[src/rtl/core/drp_pkg.sv]
// Shared widths, codes, handshake structs and pointer helper for the deferred release pool.
package drp_pkg;

    // Pool geometry
    localparam int POOL_DEPTH = 32;
    localparam int ADDR_W     = $clog2(POOL_DEPTH);
    localparam int CNT_W      = $clog2(POOL_DEPTH + 1);

    // Field widths
    localparam int HANDLE_W   = 64;
    localparam int FRAME_W    = 32;
    localparam int FUNC_W     = 3;
    localparam int CAUSE_W    = 2;
    localparam int HOLD_W     = 8;
    localparam int CFG_IDX_W  = 1;
    localparam int CFG_DATA_W = 8;
    localparam int IN_DATA_W  = HANDLE_W + FRAME_W;

    // Register reset values
    localparam logic [HOLD_W-1:0] HOLD_RESET  = 8'd9;
    localparam logic              DEFER_RESET = 1'b1;

    // Register indexes
    localparam logic [CFG_IDX_W-1:0] CFG_HOLD_FRAMES = 1'd0;
    localparam logic [CFG_IDX_W-1:0] CFG_DEFER_EN    = 1'd1;

    // Operation codes
    localparam logic [FUNC_W-1:0] FUNC_DEFER    = 3'd0;
    localparam logic [FUNC_W-1:0] FUNC_TICK     = 3'd1;
    localparam logic [FUNC_W-1:0] FUNC_ROLLBACK = 3'd2;
    localparam logic [FUNC_W-1:0] FUNC_FLUSH    = 3'd3;
    localparam logic [FUNC_W-1:0] FUNC_PAUSE    = 3'd4;
    localparam logic [FUNC_W-1:0] FUNC_RESUME   = 3'd5;

    // Release causes
    localparam logic [CAUSE_W-1:0] CAUSE_OFF     = 2'd0;
    localparam logic [CAUSE_W-1:0] CAUSE_EVICT   = 2'd1;
    localparam logic [CAUSE_W-1:0] CAUSE_EXPIRED = 2'd2;
    localparam logic [CAUSE_W-1:0] CAUSE_FLUSHED = 2'd3;

    typedef logic [ADDR_W-1:0] t_ptr;
    typedef logic [CNT_W-1:0]  t_cnt;

    // Commands from the controller to the datapath
    typedef struct packed {
        logic load_in;
        logic set_now;
        logic set_pause;
        logic clr_pause;
        logic emit_off;
        logic append;
        logic evict;
        logic scan_step;
        logic scan_last;
        logic drain;
        logic restamp;
        logic flush;
        t_ptr rd_idx;
        t_ptr idx;
        t_cnt keep;
    } t_cmd;

    // Status from the datapath to the controller
    typedef struct packed {
        logic [FUNC_W-1:0] func;
        logic              handle_zero;
        logic              defer_en;
        logic              paused;
        logic              count_zero;
        logic              full;
        logic              out_free;
        logic              pend_valid;
        logic              kept;
        logic              scan_go;
        t_cnt              count;
    } t_status;

    // Advance a ring pointer by an offset below the pool depth
    function automatic t_ptr ptr_add(input t_ptr base, input t_ptr off);
        logic [ADDR_W:0] sum;
        sum = {1'b0, base} + {1'b0, off};
        if (sum >= (ADDR_W + 1)'(POOL_DEPTH)) begin
            sum = sum - (ADDR_W + 1)'(POOL_DEPTH);
        end
        return sum[ADDR_W-1:0];
    endfunction

endpackage

[src/rtl/core/drp_ram.sv]
// Generic single write port RAM with one registered read port.
module drp_ram #(
    parameter int WIDTH = 8,
    parameter int DEPTH = 2
) (
    input  logic                     i_clk,
    input  logic                     i_we,
    input  logic [$clog2(DEPTH)-1:0] i_waddr,
    input  logic [WIDTH-1:0]         i_wdata,
    input  logic [$clog2(DEPTH)-1:0] i_raddr,
    output logic [WIDTH-1:0]         o_rdata
);

    logic [WIDTH-1:0] r_mem [DEPTH];
    logic [WIDTH-1:0] r_rdata;

    // Write and read, read data registered
    always_ff @(posedge i_clk) begin
        if (i_we) begin
            r_mem[i_waddr] <= i_wdata;
        end
        r_rdata <= r_mem[i_raddr];
    end

    assign o_rdata = r_rdata;

endmodule

[src/rtl/core/drp_dpath.sv]
// Datapath: input register, ring storage, age compare, pending result and output register.
module drp_dpath (
    input  logic                             i_clk,
    input  logic                             i_rst_n,
    input  drp_pkg::t_cmd                    i_cmd,
    output drp_pkg::t_status                 o_status,
    input  logic [drp_pkg::FUNC_W-1:0]       i_func,
    input  logic [drp_pkg::IN_DATA_W-1:0]    i_data,
    input  logic                             i_cfg_we,
    input  logic [drp_pkg::CFG_IDX_W-1:0]    i_cfg_index,
    input  logic [drp_pkg::CFG_DATA_W-1:0]   i_cfg_data,
    output logic                             o_out_valid,
    input  logic                             i_out_ready,
    output logic [drp_pkg::HANDLE_W-1:0]     o_out_handle,
    output logic [drp_pkg::CAUSE_W-1:0]      o_out_cause,
    output logic                             o_out_last
);

    // Configuration and control state
    logic [drp_pkg::HOLD_W-1:0]   r_hold;
    logic                         r_defer_en;
    logic                         r_paused;
    logic [drp_pkg::FRAME_W-1:0]  r_now;
    drp_pkg::t_ptr                r_head;
    drp_pkg::t_cnt                r_count;

    // Latched input transaction
    logic [drp_pkg::FUNC_W-1:0]   r_in_func;
    logic [drp_pkg::HANDLE_W-1:0] r_in_handle;
    logic [drp_pkg::FRAME_W-1:0]  r_in_frame;

    // Pending result and output register
    logic                         r_pend_valid;
    logic [drp_pkg::HANDLE_W-1:0] r_pend_handle;
    logic [drp_pkg::CAUSE_W-1:0]  r_pend_cause;
    logic                         r_out_valid;
    logic [drp_pkg::HANDLE_W-1:0] r_out_handle;
    logic [drp_pkg::CAUSE_W-1:0]  r_out_cause;
    logic                         r_out_last;

    // RAM ports
    logic                         h_we;
    drp_pkg::t_ptr                h_waddr;
    logic [drp_pkg::HANDLE_W-1:0] h_wdata;
    logic [drp_pkg::HANDLE_W-1:0] h_rdata;
    logic                         s_we;
    drp_pkg::t_ptr                s_waddr;
    logic [drp_pkg::FRAME_W-1:0]  s_rdata;
    drp_pkg::t_ptr                rd_addr;

    logic [drp_pkg::FRAME_W-1:0]  age;
    logic                         expired;
    logic                         out_free;
    logic                         out_push;
    logic [drp_pkg::HANDLE_W-1:0] out_handle;
    logic [drp_pkg::CAUSE_W-1:0]  out_cause;
    logic                         out_last;

    drp_ram #(
        .WIDTH (drp_pkg::HANDLE_W),
        .DEPTH (drp_pkg::POOL_DEPTH)
    ) u_handle_ram (
        .i_clk   (i_clk),
        .i_we    (h_we),
        .i_waddr (h_waddr),
        .i_wdata (h_wdata),
        .i_raddr (rd_addr),
        .o_rdata (h_rdata)
    );

    drp_ram #(
        .WIDTH (drp_pkg::FRAME_W),
        .DEPTH (drp_pkg::POOL_DEPTH)
    ) u_stamp_ram (
        .i_clk   (i_clk),
        .i_we    (s_we),
        .i_waddr (s_waddr),
        .i_wdata ((i_cmd.scan_step) ? s_rdata : r_now),
        .i_raddr (rd_addr),
        .o_rdata (s_rdata)
    );

    // Age test: outside a flush a negative signed age never expires; a flush expires every entry
    assign age      = r_now - s_rdata;
    assign expired  = i_cmd.flush ||
                      (!age[drp_pkg::FRAME_W-1] &&
                       (age > drp_pkg::FRAME_W'(r_hold)));
    assign out_free = !r_out_valid || i_out_ready;
    assign rd_addr  = drp_pkg::ptr_add(r_head, i_cmd.rd_idx);

    // Steer the RAM write ports
    always_comb begin
        h_we    = 1'b0;
        h_waddr = r_head;
        h_wdata = r_in_handle;
        s_we    = 1'b0;
        s_waddr = r_head;
        if (i_cmd.append) begin
            h_we    = 1'b1;
            s_we    = 1'b1;
            h_waddr = drp_pkg::ptr_add(r_head, r_count[drp_pkg::ADDR_W-1:0]);
            s_waddr = h_waddr;
        end else if (i_cmd.evict) begin
            h_we = 1'b1;
            s_we = 1'b1;
        end else if (i_cmd.scan_step && !expired) begin
            h_we    = 1'b1;
            s_we    = 1'b1;
            h_waddr = drp_pkg::ptr_add(r_head, i_cmd.keep[drp_pkg::ADDR_W-1:0]);
            s_waddr = h_waddr;
            h_wdata = h_rdata;
        end else if (i_cmd.restamp) begin
            s_we    = 1'b1;
            s_waddr = drp_pkg::ptr_add(r_head, i_cmd.idx);
        end
    end

    // Select what enters the output register
    always_comb begin
        out_push   = 1'b0;
        out_handle = r_pend_handle;
        out_cause  = r_pend_cause;
        out_last   = 1'b0;
        if (i_cmd.emit_off) begin
            out_push   = 1'b1;
            out_handle = r_in_handle;
            out_cause  = drp_pkg::CAUSE_OFF;
            out_last   = 1'b1;
        end else if (i_cmd.evict) begin
            out_push   = 1'b1;
            out_handle = h_rdata;
            out_cause  = drp_pkg::CAUSE_EVICT;
            out_last   = 1'b1;
        end else if (i_cmd.scan_step && expired && r_pend_valid) begin
            out_push = 1'b1;
        end else if (i_cmd.drain) begin
            out_push = 1'b1;
            out_last = 1'b1;
        end
    end

    // Control state
    always_ff @(posedge i_clk) begin
        if (!i_rst_n) begin
            r_hold       <= drp_pkg::HOLD_RESET;
            r_defer_en   <= drp_pkg::DEFER_RESET;
            r_paused     <= 1'b0;
            r_now        <= '0;
            r_head       <= '0;
            r_count      <= '0;
            r_pend_valid <= 1'b0;
            r_out_valid  <= 1'b0;
        end else begin
            if (i_cfg_we) begin
                case (i_cfg_index)
                    drp_pkg::CFG_HOLD_FRAMES: r_hold     <= i_cfg_data[drp_pkg::HOLD_W-1:0];
                    drp_pkg::CFG_DEFER_EN:    r_defer_en <= i_cfg_data[0];
                    default: ;
                endcase
            end
            if (i_cmd.set_pause) begin
                r_paused <= 1'b1;
            end else if (i_cmd.clr_pause) begin
                r_paused <= 1'b0;
            end
            if (i_cmd.set_now) begin
                r_now <= r_in_frame;
            end
            if (i_cmd.append) begin
                r_count <= r_count + 1'b1;
            end
            if (i_cmd.evict) begin
                r_head <= drp_pkg::ptr_add(r_head, drp_pkg::ADDR_W'(1));
            end
            if (i_cmd.scan_step && i_cmd.scan_last) begin
                r_count <= i_cmd.keep + drp_pkg::CNT_W'(!expired);
            end
            if (i_cmd.scan_step && expired) begin
                r_pend_valid <= 1'b1;
            end else if (i_cmd.drain) begin
                r_pend_valid <= 1'b0;
            end
            if (out_push) begin
                r_out_valid <= 1'b1;
            end else if (i_out_ready) begin
                r_out_valid <= 1'b0;
            end
        end
    end

    // Payload registers
    always_ff @(posedge i_clk) begin
        if (i_cmd.load_in) begin
            r_in_func   <= i_func;
            r_in_handle <= i_data[drp_pkg::HANDLE_W-1:0];
            r_in_frame  <= i_data[drp_pkg::IN_DATA_W-1:drp_pkg::HANDLE_W];
        end
        if (i_cmd.scan_step && expired) begin
            r_pend_handle <= h_rdata;
            r_pend_cause  <= i_cmd.flush ? drp_pkg::CAUSE_FLUSHED : drp_pkg::CAUSE_EXPIRED;
        end
        if (out_push) begin
            r_out_handle <= out_handle;
            r_out_cause  <= out_cause;
            r_out_last   <= out_last;
        end
    end

    // Report status
    always_comb begin
        o_status.func        = r_in_func;
        o_status.handle_zero = (r_in_handle == '0);
        o_status.defer_en    = r_defer_en;
        o_status.paused      = r_paused;
        o_status.count_zero  = (r_count == '0);
        o_status.full        = (r_count == drp_pkg::CNT_W'(drp_pkg::POOL_DEPTH));
        o_status.out_free    = out_free;
        o_status.pend_valid  = r_pend_valid;
        o_status.kept        = !expired;
        o_status.scan_go     = !expired || !r_pend_valid || out_free;
        o_status.count       = r_count;
    end

    assign o_out_valid  = r_out_valid;
    assign o_out_handle = r_out_handle;
    assign o_out_cause  = r_out_cause;
    assign o_out_last   = r_out_last;

endmodule

[src/rtl/core/drp_ctrl.sv]
// Controller: sequences each transaction and walks the pool one entry per cycle while each released result has room.
module drp_ctrl (
    input  logic             i_clk,
    input  logic             i_rst_n,
    input  logic             i_in_valid,
    output logic             o_in_ready,
    input  drp_pkg::t_status i_status,
    output drp_pkg::t_cmd    o_cmd
);

    localparam logic [2:0] ST_IDLE     = 3'd0;
    localparam logic [2:0] ST_DISPATCH = 3'd1;
    localparam logic [2:0] ST_EVICT    = 3'd2;
    localparam logic [2:0] ST_SCAN     = 3'd3;
    localparam logic [2:0] ST_DRAIN    = 3'd4;
    localparam logic [2:0] ST_RESTAMP  = 3'd5;

    logic [2:0]    r_state, n_state;
    drp_pkg::t_ptr r_idx, n_idx;
    drp_pkg::t_cnt r_keep, n_keep;
    logic          r_flush, n_flush;
    logic          at_last;

    assign o_in_ready = (r_state == ST_IDLE);
    assign at_last    = (drp_pkg::CNT_W'(r_idx) + 1'b1) == i_status.count;

    // Next state and commands
    always_comb begin
        n_state      = r_state;
        n_idx        = r_idx;
        n_keep       = r_keep;
        n_flush      = r_flush;
        o_cmd        = '0;
        o_cmd.rd_idx = r_idx;
        o_cmd.idx    = r_idx;
        o_cmd.keep   = r_keep;
        o_cmd.flush  = r_flush;
        case (r_state)
            ST_IDLE: begin
                if (i_in_valid) begin
                    o_cmd.load_in = 1'b1;
                    n_state       = ST_DISPATCH;
                end
            end
            ST_DISPATCH: begin
                o_cmd.rd_idx = '0;
                n_idx        = '0;
                n_keep       = '0;
                case (i_status.func)
                    drp_pkg::FUNC_DEFER: begin
                        if (i_status.handle_zero) begin
                            n_state = ST_IDLE;
                        end else if (!i_status.defer_en) begin
                            if (i_status.out_free) begin
                                o_cmd.emit_off = 1'b1;
                                n_state        = ST_IDLE;
                            end
                        end else if (!i_status.full) begin
                            o_cmd.append = 1'b1;
                            n_state      = ST_IDLE;
                        end else begin
                            n_state = ST_EVICT;
                        end
                    end
                    drp_pkg::FUNC_TICK: begin
                        o_cmd.set_now = 1'b1;
                        n_flush       = 1'b0;
                        n_state       = (i_status.paused || i_status.count_zero) ?
                                        ST_IDLE : ST_SCAN;
                    end
                    drp_pkg::FUNC_ROLLBACK: begin
                        n_state = i_status.count_zero ? ST_IDLE : ST_RESTAMP;
                    end
                    drp_pkg::FUNC_FLUSH: begin
                        n_flush = 1'b1;
                        n_state = i_status.count_zero ? ST_IDLE : ST_SCAN;
                    end
                    drp_pkg::FUNC_PAUSE: begin
                        o_cmd.set_pause = 1'b1;
                        n_state         = ST_IDLE;
                    end
                    drp_pkg::FUNC_RESUME: begin
                        o_cmd.clr_pause = 1'b1;
                        n_state         = ST_IDLE;
                    end
                    default: n_state = ST_IDLE;
                endcase
            end
            ST_EVICT: begin
                // Hold the oldest entry until the output register frees up
                o_cmd.rd_idx = '0;
                if (i_status.out_free) begin
                    o_cmd.evict = 1'b1;
                    n_state     = ST_IDLE;
                end
            end
            ST_SCAN: begin
                // Advance one entry when its result, if any, has room
                if (i_status.scan_go) begin
                    o_cmd.scan_step = 1'b1;
                    n_keep          = r_keep + drp_pkg::CNT_W'(i_status.kept);
                    if (at_last) begin
                        o_cmd.scan_last = 1'b1;
                        n_state         = ST_DRAIN;
                    end else begin
                        n_idx        = r_idx + 1'b1;
                        o_cmd.rd_idx = r_idx + 1'b1;
                    end
                end
            end
            ST_DRAIN: begin
                if (!i_status.pend_valid) begin
                    n_state = ST_IDLE;
                end else if (i_status.out_free) begin
                    o_cmd.drain = 1'b1;
                    n_state     = ST_IDLE;
                end
            end
            ST_RESTAMP: begin
                o_cmd.restamp = 1'b1;
                if (at_last) begin
                    n_state = ST_IDLE;
                end else begin
                    n_idx = r_idx + 1'b1;
                end
            end
            default: n_state = ST_IDLE;
        endcase
    end

    always_ff @(posedge i_clk) begin
        if (!i_rst_n) begin
            r_state <= ST_IDLE;
            r_idx   <= '0;
            r_keep  <= '0;
            r_flush <= 1'b0;
        end else begin
            r_state <= n_state;
            r_idx   <= n_idx;
            r_keep  <= n_keep;
            r_flush <= n_flush;
        end
    end

endmodule

[src/rtl/core/deferred_release_pool_core.sv]
// Top level of the deferred release pool: stream and configuration ports, controller, datapath.
//
// Quarantine pool of drp_pkg::POOL_DEPTH handles kept in a ring buffer in two RAMs
// (handles and frame stamps). One input transaction is taken at a time: o_s_axis_tready
// is high only while the controller is idle, though a finished result may still sit in
// the output register. Pause, resume, unused codes, zero-handle defers, defers into a
// pool with room, and ticks or flushes with nothing to walk (empty pool, or a paused
// tick) go from dispatch straight back to idle. A defer with deferral off does the same,
// and a defer into a full pool first reads the oldest entry from RAM; both also wait for
// as long as the sink holds a result in the output register. A frame tick or flush walks
// the held entries through the RAM read port, one entry per cycle while no released
// result is stalled by the sink, then drains the final result; a rollback restamps each
// held entry in turn. Each handle released by a tick or flush passes through a one-entry
// pending register so that tlast marks the final result of the transaction. The pool
// needs no clearing pass after reset.
module deferred_release_pool_core (
    input  logic                             i_clk,
    input  logic                             i_rst_n,
    // Input transactions
    input  logic                             i_s_axis_tvalid,
    output logic                             o_s_axis_tready,
    input  logic [drp_pkg::IN_DATA_W-1:0]    i_s_axis_tdata,  // handle[63:0], frame_number[95:64]
    input  logic [drp_pkg::FUNC_W-1:0]       i_s_axis_tuser,  // func[2:0]
    // Released handles
    output logic                             o_m_axis_tvalid,
    input  logic                             i_m_axis_tready,
    output logic [drp_pkg::HANDLE_W-1:0]     o_m_axis_tdata,  // released_handle[63:0]
    output logic [drp_pkg::CAUSE_W-1:0]      o_m_axis_tuser,  // cause[1:0]
    output logic                             o_m_axis_tlast,
    // Configuration writes
    input  logic                             i_cfg_we,
    input  logic [drp_pkg::CFG_IDX_W-1:0]    i_cfg_index,
    input  logic [drp_pkg::CFG_DATA_W-1:0]   i_cfg_data
);

    drp_pkg::t_cmd    cmd;
    drp_pkg::t_status status;

    drp_ctrl u_ctrl (
        .i_clk      (i_clk),
        .i_rst_n    (i_rst_n),
        .i_in_valid (i_s_axis_tvalid),
        .o_in_ready (o_s_axis_tready),
        .i_status   (status),
        .o_cmd      (cmd)
    );

    drp_dpath u_dpath (
        .i_clk        (i_clk),
        .i_rst_n      (i_rst_n),
        .i_cmd        (cmd),
        .o_status     (status),
        .i_func       (i_s_axis_tuser),
        .i_data       (i_s_axis_tdata),
        .i_cfg_we     (i_cfg_we),
        .i_cfg_index  (i_cfg_index),
        .i_cfg_data   (i_cfg_data),
        .o_out_valid  (o_m_axis_tvalid),
        .i_out_ready  (i_m_axis_tready),
        .o_out_handle (o_m_axis_tdata),
        .o_out_cause  (o_m_axis_tuser),
        .o_out_last   (o_m_axis_tlast)
    );

endmodule
[config.mk]
export PLATFORM = sky130hd
export DESIGN_NAME = deferred_release_pool_core
export DESIGN_NICKNAME = d
export VERILOG_FILES = /design/src/rtl/core/drp_pkg.sv /design/src/rtl/core/drp_ram.sv /design/src/rtl/core/drp_dpath.sv /design/src/rtl/core/drp_ctrl.sv /design/src/rtl/core/deferred_release_pool_core.sv
export SDC_FILE = /design/constraint.sdc
export NUM_CORES = 2
export LEC_CHECK = 0
export BUFFER_PORTS_ARGS = -buffer_cell sky130_fd_sc_hd__buf_2
export CORE_UTILIZATION = 40
export DETAILED_ROUTE_END_ITERATION = 16
export PLACE_DENSITY = 0.55
export SLEW_MARGIN = 20
export SYNTH_ARGS = -nofsm -noshare
export SYNTH_HDL_FRONTEND = slang
export SYNTH_SLANG_ARGS = --single-unit
export TNS_END_PERCENT = 1
[constraint.sdc]
create_clock -name i_clk -period 11.7 [get_ports i_clk]
set_clock_uncertainty 0.2 [all_clocks]
set_input_delay 0.585 -clock i_clk [delete_from_list [all_inputs] [get_ports i_clk]]
set_output_delay 0.585 -clock i_clk [all_outputs]
set_load 0.005 [all_outputs]
==> out/results.ini <==
[global_route]
grt-ovfl-total=0
grt_use_total=0.2325
first_global_vias=74497
grt_max_degree=118
grt_pass1_wl_mm=570.7
antenna_found_initial=7

[route]
drc=0
firstDrtPassIters=8
drt_iter0_drc=10029
vias_per_cell=5.937
routed_wl_mm=406.8
wl_per_cell_um=32.44
final_antenna_net_count=0
vias=74465

[clock_network]
post_cts_buffers=0
cts_tree=done
cts-root-buf=clkbuf_16
htree_levels=5
cts_buffer_depth=4
cts.clk_slew.worst_paths_ps=60
cts_made_buffers=358
clock_sinks=3469
clock_latency_ps=940

[worst_setup_path]
crit_fanout=78
start_kind=register
slowest_stage=fa_4
crit_buf_inv=2
r2r_cells=28
criticalPathCategory=reg -> reg
crit_family=compound AO/OA/AOI/OAI gates
critical_path_required_ps=12280
reg2reg_from=u_dpath.u_stamp_ram.o_rdata[3]
cp_common_cell=a21oi_1
r2r_setup_slack_ps=2200
slowest_delay_ps=1080
worstPathArrival_ps=10080
timing.rr.end=u_dpath.u_handle_ram.o_rdata[8]
endpoint_kind=register

[final_layout]
multi_input_area_mm2=0.03383
nets=7894
drive_gt1_frac=0.2390
fill_cells=28525
synthToLayoutAreaGrowth_pct=15.21
seqCellArea_mm2=0.1025

[pwr]
power_leakage_nw=49.77
vdd_ir_drop_max_uv=137.4
p_per_area_mw_per_mm2=160.8

[timing]
whs_ps=131.9
post-route-period-util=0.8119
fin_tns_setup_ps=0
finalMaxSlewViolations=0
worst_slew_pin_slew_ps=1202
final_hold_viol_count=0
max_freq_mhz=105.3
rsz0062_at_grt=no
setup_violations=0
period_needed_ps=9499
maxSlewHeadroom=0.1985

[synth]
synth.largest_area_cell=edfxtp_1
synth_area_leaders=edfxtp_1 72%, mux4_2 14%, nand2_1 2.9%
synth_area_per_cell_um2=18.86
synthCells=7272
synth-async-reset-ratio=0
ys.flop_type=edfxtp_1
synth-edff-count=3303
synth_warnings=0
yosysUniqueCellTypes=91
syn_area_mm2=0.1372
ys_seq_elements=3469
yosysSeqAreaShare=0.7473
synth_nets=7451
synth_top_area_frac=0.7231

[placed_design]
dp_hpwl_mm=203.9
gp_congestion=0.8204
port_buffers=181

[flow_run]
maxCapViolations=0

[die]
num_io_pins=182
fp.dieH_um=587.6
core_mm2=0.3406
die_w_um=587.6
initial_core_util=0.4027
die_area_mm2=0.3453
rows=214

[status]
status=completed

[hold_path]
whs_endpoint=u_ctrl.r_state[1]
min_from=i_m_axis_tready
holdPathStages=4
hold_path.class=in -> reg

==> metal layers <==
layer / vias to the layer above / part of all wire / global-route usage / wire length, µm
met5: - / 0 / 0 / 0
met4: 0 / 0.028 / 0.06569 / 11300
li1: 30340 / - / - / -
met1: 40142 / 0.42 / 0.3326 / 170900
met3: 578 / 0.080 / 0.03607 / 32340
met2: 3405 / 0.47 / 0.3710 / 192300
==> stage by stage <==
stage / cell area, µm² / utilization / total power, mW / instances / worst slack, ps
finish: 158000 / 0.4640 / 25.41 / 12542 / 2201
global route: 158000 / 0.4640 / 26.06 / 12540 / 1603
CTS: 157800 / 0.4634 / 25.58 / 12539 / 2395
detailed placement: 145000 / 0.4257 / 14.29 / 11762 / 2401
global placement: 144900 / 0.4256 / 14.27 / 11761 / 2430
floorplan: 137200 / - / 14.09 / 7272 / 213.8
==> synthesized netlist by cell type, types with 30 or more instances <==
| cell type | n |
|---|---|
| a21oi_1 | 184 |
| o21ai_0 | 258 |
| xnor2_1 | 30 |
| buf_1 | 74 |
| inv_1 | 60 |
| a22oi_1 | 99 |
| edfxtp_1 | 3303 |
| nand3_1 | 117 |
| dfxtp_1 | 166 |
| nor2_1 | 169 |
| nor4_1 | 37 |
| clkbuf_1 | 327 |
| o221ai_1 | 78 |
| mux4_2 | 864 |
| nand2_1 | 1054 |
| mux2i_1 | 69 |
| ha_1 | 61 |
==> worst register-to-register path, delay by kind of cell (launching register included) <==
| kind | cells | cell delay, ps |
|---|---|---|
| AO/OA/AOI/OAI | 12 | 2860 |
| buffers and inverters | 2 | 660 |
| multiplexers | 3 | 1140 |
| AND/OR/NAND/NOR | 6 | 2060 |
| flip-flops | 1 | 320 |
| XOR/XNOR | 1 | 190 |
| adder cells (fa/ha/maj) | 4 | 1930 |
==> layout make-up <==
class	count	area share
Antenna cell	3	0.00004750
Clock buffer	472	0.06208
Clock inverter	176	0.01093
Inverter	61	0.001449
Multi-Input combinational cell	3325	0.2141
Sequential cell	3469	0.6487
Tap cell	4536	0.03591
Timing Repair Buffer	500	0.02686
==> cell families after synthesis <==
family,count (synthesis),synth area share
AO/OA/AOI/OAI,772,0.03705
XOR/XNOR,48,0.003065
adder cells (fa/ha/maj),66,0.006294
buffers and inverters,478,0.01335
flip-flops,3469,0.7473
multiplexers,933,0.1469
AND/OR/NAND/NOR,1506,0.04601
==> cell usage in the layout, fill, tap and decap left out, types with 16 or more instances in the layout <==
| cell type | synthesis | layout |
|---|---|---|
| nor2_1 | 169 | 126 |
| nor4_1 | 37 | 19 |
| buf_4 | 4 | 141 |
| nand2_1 | 1054 | 1051 |
| clkbuf_8 | 0 | 19 |
| bufinv_16 | 0 | 29 |
| clkinv_2 | 0 | 66 |
| buf_2 | 11 | 181 |
| clkbuf_1 | 327 | 84 |
| a22oi_1 | 99 | 99 |
| xnor2_1 | 30 | 27 |
| xor2_1 | 18 | 17 |
| mux4_2 | 864 | 864 |
| mux2i_1 | 69 | 69 |
| inv_1 | 60 | 60 |
| nor2_4 | 0 | 42 |
| a21oi_1 | 184 | 182 |
| edfxtp_1 | 3303 | 3303 |
| nand4_1 | 24 | 24 |
| clkinv_1 | 0 | 51 |
| o21ai_4 | 0 | 27 |
| clkbuf_16 | 0 | 369 |
| buf_12 | 0 | 48 |
| dfxtp_1 | 166 | 165 |
| nand3_1 | 117 | 117 |
| a21o_1 | 16 | 16 |
| ha_1 | 61 | 60 |
| o221ai_2 | 20 | 20 |
| o21ai_0 | 258 | 227 |
| dlygate4sd3_1 | 0 | 129 |
| o221ai_1 | 78 | 78 |
==> timing repair <==
| item | in CTS | in global routing |
|---|---|---|
| hold buffers | 129 | 0 |
| endpoints found under the hold margin | 115 | 0 |
| gates resized for setup | 0 | 0 |
==> worst max path at each step <==
stage	start	to	slack (ps)	cells past startpoint
after global placement	u_dpath.u_stamp_ram.o_rdata[4]	u_dpath.u_handle_ram.o_rdata[46]	2430	28
after detailed placement	u_dpath.u_stamp_ram.o_rdata[3]	u_dpath.u_handle_ram.o_rdata[39]	2400	28
after global routing	u_dpath.u_stamp_ram.o_rdata[3]	u_dpath.u_handle_ram.o_rdata[39]	1600	28
after floorplan	u_dpath.u_stamp_ram.o_rdata[4]	u_dpath.u_handle_ram.r_mem[13][0]	210	21
final	u_dpath.u_stamp_ram.o_rdata[3]	u_dpath.u_handle_ram.o_rdata[8]	2200	28
after CTS	u_dpath.u_stamp_ram.o_rdata[3]	u_dpath.u_handle_ram.o_rdata[47]	2390	28
==> report_power, final <==
part / switching, mW / leakage [nW] / internal, mW
logic: 0.287 / 12.7 / 0.103
registers: 0.0577 / 31.4 / 13.6
clock network: 4.80 / 5.66 / 6.54
total: 5.14 / 49.8 / 20.3
==> sequential cells by signal (all words and copies together) (netlist names), 32 cells and up <==
signal                        count
u_dpath.u_handle_ram.r_mem     2048
u_dpath.o_out_handle             64
u_dpath.u_stamp_ram.o_rdata      32
u_dpath.r_in_handle              64
u_dpath.r_now                    32
u_dpath.u_handle_ram.o_rdata     64
u_dpath.r_pend_handle            64
u_dpath.r_in_frame               32
u_dpath.u_stamp_ram.r_mem      1024
No activity file was read; power rests on OpenSTA's default activity.
